File: src/sv/hsl_to_rgb_converter_top_defines.svh
// Assertion macros shared by the colour conversion RTL.
// Define NO_ASSERTIONS to build without them.
`ifndef HSL_TO_RGB_CONVERTER_TOP_DEFINES_SVH
`define HSL_TO_RGB_CONVERTER_TOP_DEFINES_SVH

`ifndef NO_ASSERTIONS
// Same-cycle implication, checked outside reset
`define HSL_ASSERT_NOW(label, clk, rst_n, ante, cons) \
    label: assert property (@(posedge clk) disable iff (!rst_n) (ante) |-> (cons)) \
        else $error("hsl_to_rgb: check failed");
// Next-cycle implication, checked outside reset
`define HSL_ASSERT_NEXT(label, clk, rst_n, ante, cons) \
    label: assert property (@(posedge clk) disable iff (!rst_n) (ante) |=> (cons)) \
        else $error("hsl_to_rgb: check failed");
`else
`define HSL_ASSERT_NOW(label, clk, rst_n, ante, cons)
`define HSL_ASSERT_NEXT(label, clk, rst_n, ante, cons)
`endif

`endif

File: src/sv/hsl2rgb_pkg.sv
package hsl2rgb_pkg;

    // Output level width
    localparam int LEVEL_BITS = 16;
    localparam int NUM_CH     = 3;

    // Input field widths
    localparam int HUE_W = 13;
    localparam int PCT_W = 11;

    // Stream widths, padded to whole bytes
    localparam int IN_W     = HUE_W + 2 * PCT_W;
    localparam int IN_TDW   = ((IN_W + 7) / 8) * 8;
    localparam int OUT_W    = NUM_CH * LEVEL_BITS;
    localparam int OUT_TDW  = ((OUT_W + 7) / 8) * 8;

    // Hue positions in 1/5760 of a turn
    localparam logic [HUE_W-1:0] FULL_TURN       = 13'd5760;
    localparam logic [HUE_W-1:0] THIRD_TURN      = 13'd1920;
    localparam logic [HUE_W-1:0] SIXTH_TURN      = 13'd960;
    localparam logic [HUE_W-1:0] HALF_TURN       = 13'd2880;
    localparam logic [HUE_W-1:0] TWO_THIRDS_TURN = 13'd3840;

    // Percent scale in 1/16 percent
    localparam logic [PCT_W-1:0] PCT_FULL = 11'd1600;
    localparam logic [PCT_W-1:0] PCT_HALF = 11'd800;

    // Curve weight, 0..960
    localparam int WT_W = 10;

    // p and q in units of 1/2560000; products of l and s
    localparam int PQ_W = 22;
    localparam int LS_W = 22;
    localparam int WIDE_W = 23;
    localparam logic [PQ_W-1:0] PQ_SCALE = 22'd2560000;

    // Channel value in units of 1/(2560000*960) and its rounding
    localparam int DEN_W = 32;
    localparam logic [DEN_W-1:0] DEN      = 32'd2457600000;
    localparam logic [DEN_W-1:0] HALF_DEN = 32'd1228800000;
    localparam int NUM_W = DEN_W + LEVEL_BITS;

    // The divisor is 9375 * 2^18: drop the power of two first, then
    // divide by the odd part through a rounded-up reciprocal. The shift of
    // LEVEL_BITS + 27 keeps the quotient exact over the whole dividend range.
    localparam int DEN_SHIFT = 18;
    localparam int DEN_ODD_W = 14;
    localparam logic [DEN_ODD_W-1:0] DEN_ODD = 14'd9375;
    localparam int QX_W        = NUM_W - DEN_SHIFT;
    localparam int RECIP_SHIFT = LEVEL_BITS + 27;
    localparam int RECIP_W     = LEVEL_BITS + 14;
    localparam logic [RECIP_W-1:0] RECIP =
        RECIP_W'(((64'd1 << RECIP_SHIFT) + 64'(DEN_ODD) - 64'd1) / 64'(DEN_ODD));
    localparam int PROD_W = QX_W + RECIP_W;

    // Register stages ahead of the divider
    localparam int FRONT_STAGES = 7;

    // Channel order on the output
    localparam int CH_RED   = 0;
    localparam int CH_GREEN = 1;
    localparam int CH_BLUE  = 2;

    // Dividend per channel with the power of two already dropped
    typedef logic [NUM_CH-1:0][QX_W-1:0] div_lanes_t;

    // Output level per channel
    typedef logic [NUM_CH-1:0][LEVEL_BITS-1:0] level_lanes_t;

    // Piecewise-linear hue curve: rise, hold at q, fall, hold at p
    function automatic logic [WT_W-1:0] hue_weight(input logic [HUE_W-1:0] t);
        logic [HUE_W-1:0] fall;
        fall = TWO_THIRDS_TURN - t;
        if (t < SIXTH_TURN)
            hue_weight = t[WT_W-1:0];
        else if (t < HALF_TURN)
            hue_weight = SIXTH_TURN[WT_W-1:0];
        else if (t < TWO_THIRDS_TURN)
            hue_weight = fall[WT_W-1:0];
        else
            hue_weight = '0;
    endfunction

endpackage

File: src/sv/hsl2rgb_div_step.sv
module hsl2rgb_div_step
    import hsl2rgb_pkg::*;
(
    input  logic         clk,
    input  logic         rst_n,
    input  logic         en,
    input  logic         in_vld,
    input  div_lanes_t   in_data,
    output logic         out_vld,
    output level_lanes_t out_data
);

    logic         vld_reg;
    level_lanes_t data_reg;
    level_lanes_t data_next;

    // Divide each channel by the odd part of the divisor: multiply by the
    // rounded-up reciprocal and drop the fraction bits
    always_comb
    begin
        logic [PROD_W-1:0] prod;
        for (int c = 0; c < NUM_CH; c++)
        begin
            prod         = PROD_W'(in_data[c]) * PROD_W'(RECIP);
            data_next[c] = prod[RECIP_SHIFT +: LEVEL_BITS];
        end
    end

    // Advance valid with the pipeline
    always_ff @(posedge clk or negedge rst_n)
    begin
        if (!rst_n)
            vld_reg <= 1'b0;
        else if (en)
            vld_reg <= in_vld;
    end

    // Hold data when stalled
    always_ff @(posedge clk)
    begin
        if (en)
            data_reg <= data_next;
    end

    assign out_vld  = vld_reg;
    assign out_data = data_reg;

endmodule

File: config.mk
export PLATFORM = sky130hd
export DESIGN_NAME = hsl2rgb_div_step
export DESIGN_NICKNAME = d
export VERILOG_FILES = /design/src/sv/hsl_to_rgb_converter_top_defines.svh /design/src/sv/hsl2rgb_pkg.sv /design/src/sv/hsl2rgb_div_step.sv
export SDC_FILE = /design/constraint.sdc
export NUM_CORES = 2
export LEC_CHECK = 0
export BUFFER_PORTS_ARGS = -buffer_cell sky130_fd_sc_hd__buf_2
export CELL_PAD_IN_SITES_DETAIL_PLACEMENT = 0
export CELL_PAD_IN_SITES_GLOBAL_PLACEMENT = 1
export CORE_ASPECT_RATIO = 0.8
export CORE_MARGIN = 3
export CORE_UTILIZATION = 40
export CTS_BUF_LIST = sky130_fd_sc_hd__clkbuf_4
export CTS_CLUSTER_SIZE = 24
export DETAILED_ROUTE_END_ITERATION = 16
export MAX_ROUTING_LAYER = met4
export PLACE_DENSITY = 0.72
export SLEW_MARGIN = 20
export SYNTH_ARGS = -nofsm -noshare
export SYNTH_HDL_FRONTEND = slang
export SYNTH_SLANG_ARGS = --single-unit
export TNS_END_PERCENT = 5
File: constraint.sdc
create_clock -name clk -period 0.9 [get_ports clk]
set_input_delay 0 -clock clk [delete_from_list [all_inputs] [get_ports clk]]
set_output_delay 0 -clock clk [all_outputs]
set_load 0.005 [all_outputs]
* After elaboration in Yosys (flattened, before gate mapping)
Index checks and enable logic that the tools add are counted.
** Operators by class
- $mul :: 3
** Operators with widths (number)
- $mul 30x30->59 const B :: 3
** Word-level totals
- Bits in registers :: 49
- Bits of input ports :: 94

* Longest topological paths before layout
- Word-level depth :: 1
- Gate-level depth with buffers :: 28
- Depth with buffers taken out :: 28

* Worst setup path before layout
No wires, ideal clock.
- Path kind :: input to register
- Start :: input port in_data[7] (netlist name)
- End :: register data_reg, in the netlist out_data[10], data pin
- Cell stages on the path :: 26
- Library setup time :: 0.272 ns
- Arrival :: 6.360 ns
- Setup slack :: -5.732 ns
- Cells stage by stage :: inv_1 fa_1 clkbuf_1 xnor2_1 ha_1 inv_1 fa_1 inv_1 fa_1 fa_1 fa_1 fa_1 inv_1 fa_1 inv_1 ha_1 a21oi_1 o21a_1 o221ai_1 a221o_1 nand2_1 a31oi_1 a211oi_2 o21bai_2 and4b_1 or4_1
** RTL lines
- start, declared :: RTL line hsl2rgb_div_step.sv:8 : input div_lanes_t in_data,
- end signal, assigned :: RTL line hsl2rgb_div_step.sv:42 : data_reg <= data_next;
- end, declared :: RTL line hsl2rgb_div_step.sv:14 : level_lanes_t data_reg;

==> summary.md <==
| Metric | Value |
|---|---|
| Commonest non-fill, non-tap cells in the layout | inv_1, buf_4, ha_1 |
| EDFF count, synth | 48 |
| Final Skew | 0 ps |
| #FFs+latches synth | 49 |
| IO Count | 143 |
| Worst path bufs/invs | 7 |
| Share of cells above drive strength 1 | 27.24% |
| Grt ovf | 0 |
| Clk_lat worst skew | 530 ps |
| Mapped Area | 43,610 um^2 |
| Synth Area in Compound Gates | 6.756% |
| Maxcap violations | 0 |
| Routed wire length on met2 | 61.89 mm |
| Routed length on met1 | 66.48 mm |
| Syn. warnings | 0 |
| Mux contribution to synthesized area | 0.09754% |
| Number of global-route vias before repair | 35,570 |
| H-tree Lvls | 2 |
| Met3 wire length | 12.46 mm |
| Final Hold Viols | 0 |
| Slew margin rel. | 60.72% |
| Largest net degree at the start of global routing | 19 |
| First-pass DRT Iterations | 5 |
| Critical path's top delay family | adder cells |
| Slew @ Worst Pin | 585.1 ps |
| Sequential fraction of the synthesis area | 3.362% |
| Die area | 113,100 um^2 |
| Crit-path slowest cell | fa_1 |
| Fin crit period | 6565 ps |
| XOR/XNOR share of the synthesized area | 3.715% |
| Final cycle utilization of the critical path | 729.4% |
| Final Instance Area | 55,450 um^2 |
| Cells after Synth | 4,140 |
| Placer Congestion | 1.022 |
| Tot GR Track Use | 26.84% |
| 1st-iter DRT viols | 1,899 |
| Adder-cell share of the synthesized area | 72.05% |
| Die width | 375.2 um |
| Ys async rst share | 2.041% |
| Clk Tree Root Cell | clkbuf_4 |
| Crit end category | flip-flop |
| Placed cell areas | 53,750 um^2 |
| CP Max Fanout | 4 |
| Num CTS Buffers | 5 |
| CP required | 1160 ps |
| Reg area | 1466 um^2 |
| First-pass GRT wire length | 217.1 mm |
| Initial antenna violation count | 4 |
| Setup TNS | -264,800 ps |
| Clock Path Buffers | 2 |
| DRC viols | 0 |
| Most used cell, CP | fa_1 |
| Critical path start-end classification | in2reg |
| Worst Hold Class | in2reg |
| WL/cell | 21.31 um |
| Layout area overhead | 27.13% |
| Commonest non-fill, non-tap cell in the layout | inv_1 |
| Layout Nets | 7,325 |
| F_max | 152.3 MHz |
| Failing checks | negative setup slack |
| Starting density of the core | 40.62% |
| Post-DRT Antenna Nets | 0 |
| Die Ht | 301.3 um |
| Unrepaired setup endpoints after global routing | true |
| WP data arrival | 6830 ps |
| Final Max Tran Viols | 0 |
| Outcome | complete, but fails checks |
| Synth Flop Type | edfxtp_1 |
| Estimated wirelength of the detail-placed design | 134.4 mm |
| Clk pin slew, worst setup/hold paths | 260 ps |
| Simple-gate portion of the synthesized area | 2.889% |
| Crit-path max cell delay | 550 ps |
| Syn_nets | 6,157 |
| Crit path setup slack, layout | -5665 ps |
| Fillers | 9,861 |
| Startpoint Class | input port |
| Final core occ | 51.64% |
| Site row count | 107 |
| Via-to-Cell Ratio | 4.847 |
| Port buffer count | 142 |
| Yosys cell types | 67 |
| Largest family of logic cells by synthesized area | adder cells |
| Clock Sinks | 49 |
| Setup-failing EPs final | 97 |
| Multi-input gate area | 38,420 um^2 |
| CTS tree | built |
| Highest routing layer actually used | met4 |
| DR vias | 32,630 |
| Syn_area_per_cell | 10.53 um^2 |
| Core box area | 107,400 um^2 |
| WL final | 143.5 mm |
## tightest hold or removal path, delay by kind of cell
family | cells | cell delay (ps)
mux | 1 | 120
buf+inv | 2 | 610
## worst paths after layout
check	from	end	slack [ps]	cells after the start
hold / removal	in_vld	out_vld$_DFFE_PN0P_	200	3
setup reg to reg	out_vld$_DFFE_PN0P_	out_vld$_DFFE_PN0P_	150	1
hold reg to reg	out_vld$_DFFE_PN0P_	out_vld$_DFFE_PN0P_	540	1
setup / recovery	in_data[7]	out_data[15]$_DFFE_PP_	-5660	28
max in group asynchronous	rst_n	out_vld$_DFFE_PN0P_	570	3
min in group asynchronous	rst_n	out_vld$_DFFE_PN0P_	240	3
## logic make-up after synthesis
| logic type | count (synthesis) |
|---|---|
| mux | 4 |
| xor+xnor | 185 |
| compound gates | 440 |
| buf+inv | 1293 |
| fa+ha+maj | 1932 |
| flops | 49 |
| simple gates | 237 |
## flip-flops by register name, summed over array words and instances (netlist names)
| register | flops |
|---|---|
| out_vld | 1 |
| out_data | 48 |
## area by class of cell
class	count	share of cell area (%)
repair buffers	1197	16.09
clock inverters	3	0.06093
well taps	1417	3.198
multi-input cells	2798	69.29
inverters	1257	8.616
clock buffers	5	0.06770
diodes	6	0.02708
flip-flops and latches	49	2.645
## layer usage
metal  GRT usage, %  up-vias
li1               -    15250
met2          39.51      814
met5              -        -
met4          4.160        0
met1          37.33    16460
met3          7.978      106
## through the flow
stage | instances | hold slack, ps | worst slack (ps)
6_report | 6732 | 203.7 | -5665
3_3_place_gp | 6676 | -225.6 | -6577
5_1_grt | 6729 | 180.3 | -5791
3_5_place_dp | 6676 | -224.6 | -6550
4_1_cts | 6713 | 179.3 | -5594
2_1_floorplan | 4140 | -295.6 | -5516
## synthesized netlist by cell type, drive strengths merged (9+ instances only)
library cell / n / area share [%]
a31oi: 11 / 0.19
edfxtp: 48 / 3.3
inv: 1257 / 11
nor2b: 13 / 0.19
nand2: 46 / 0.40
nand3: 24 / 0.28
a21oi: 119 / 1.4
a21o: 127 / 2.2
ha: 954 / 27
o21ai: 54 / 0.62
and2: 15 / 0.22
xor2: 93 / 1.9
fa: 969 / 44
o21bai: 42 / 0.73
nand2b: 11 / 0.16
a211oi: 13 / 0.24
clkbuf: 36 / 0.31
o21a: 14 / 0.24
xnor2: 92 / 1.8
maj3: 9 / 0.21
nand4: 21 / 0.30
nor2: 43 / 0.37
nor3: 15 / 0.17
and3: 11 / 0.16
## timing repair
item / in CTS / in global routing
setup endpoints to repair: 97 / 97
pin swaps: 142 / 88
hold endpoints to repair: 3 / 0
setup buffers: 25 / 14
hold buffers: 4 / 0
gates resized for setup: 197 / 113
Power is not shown: default switching activity piles up to over one toggle a cycle in this logic, so the estimate is an artifact.
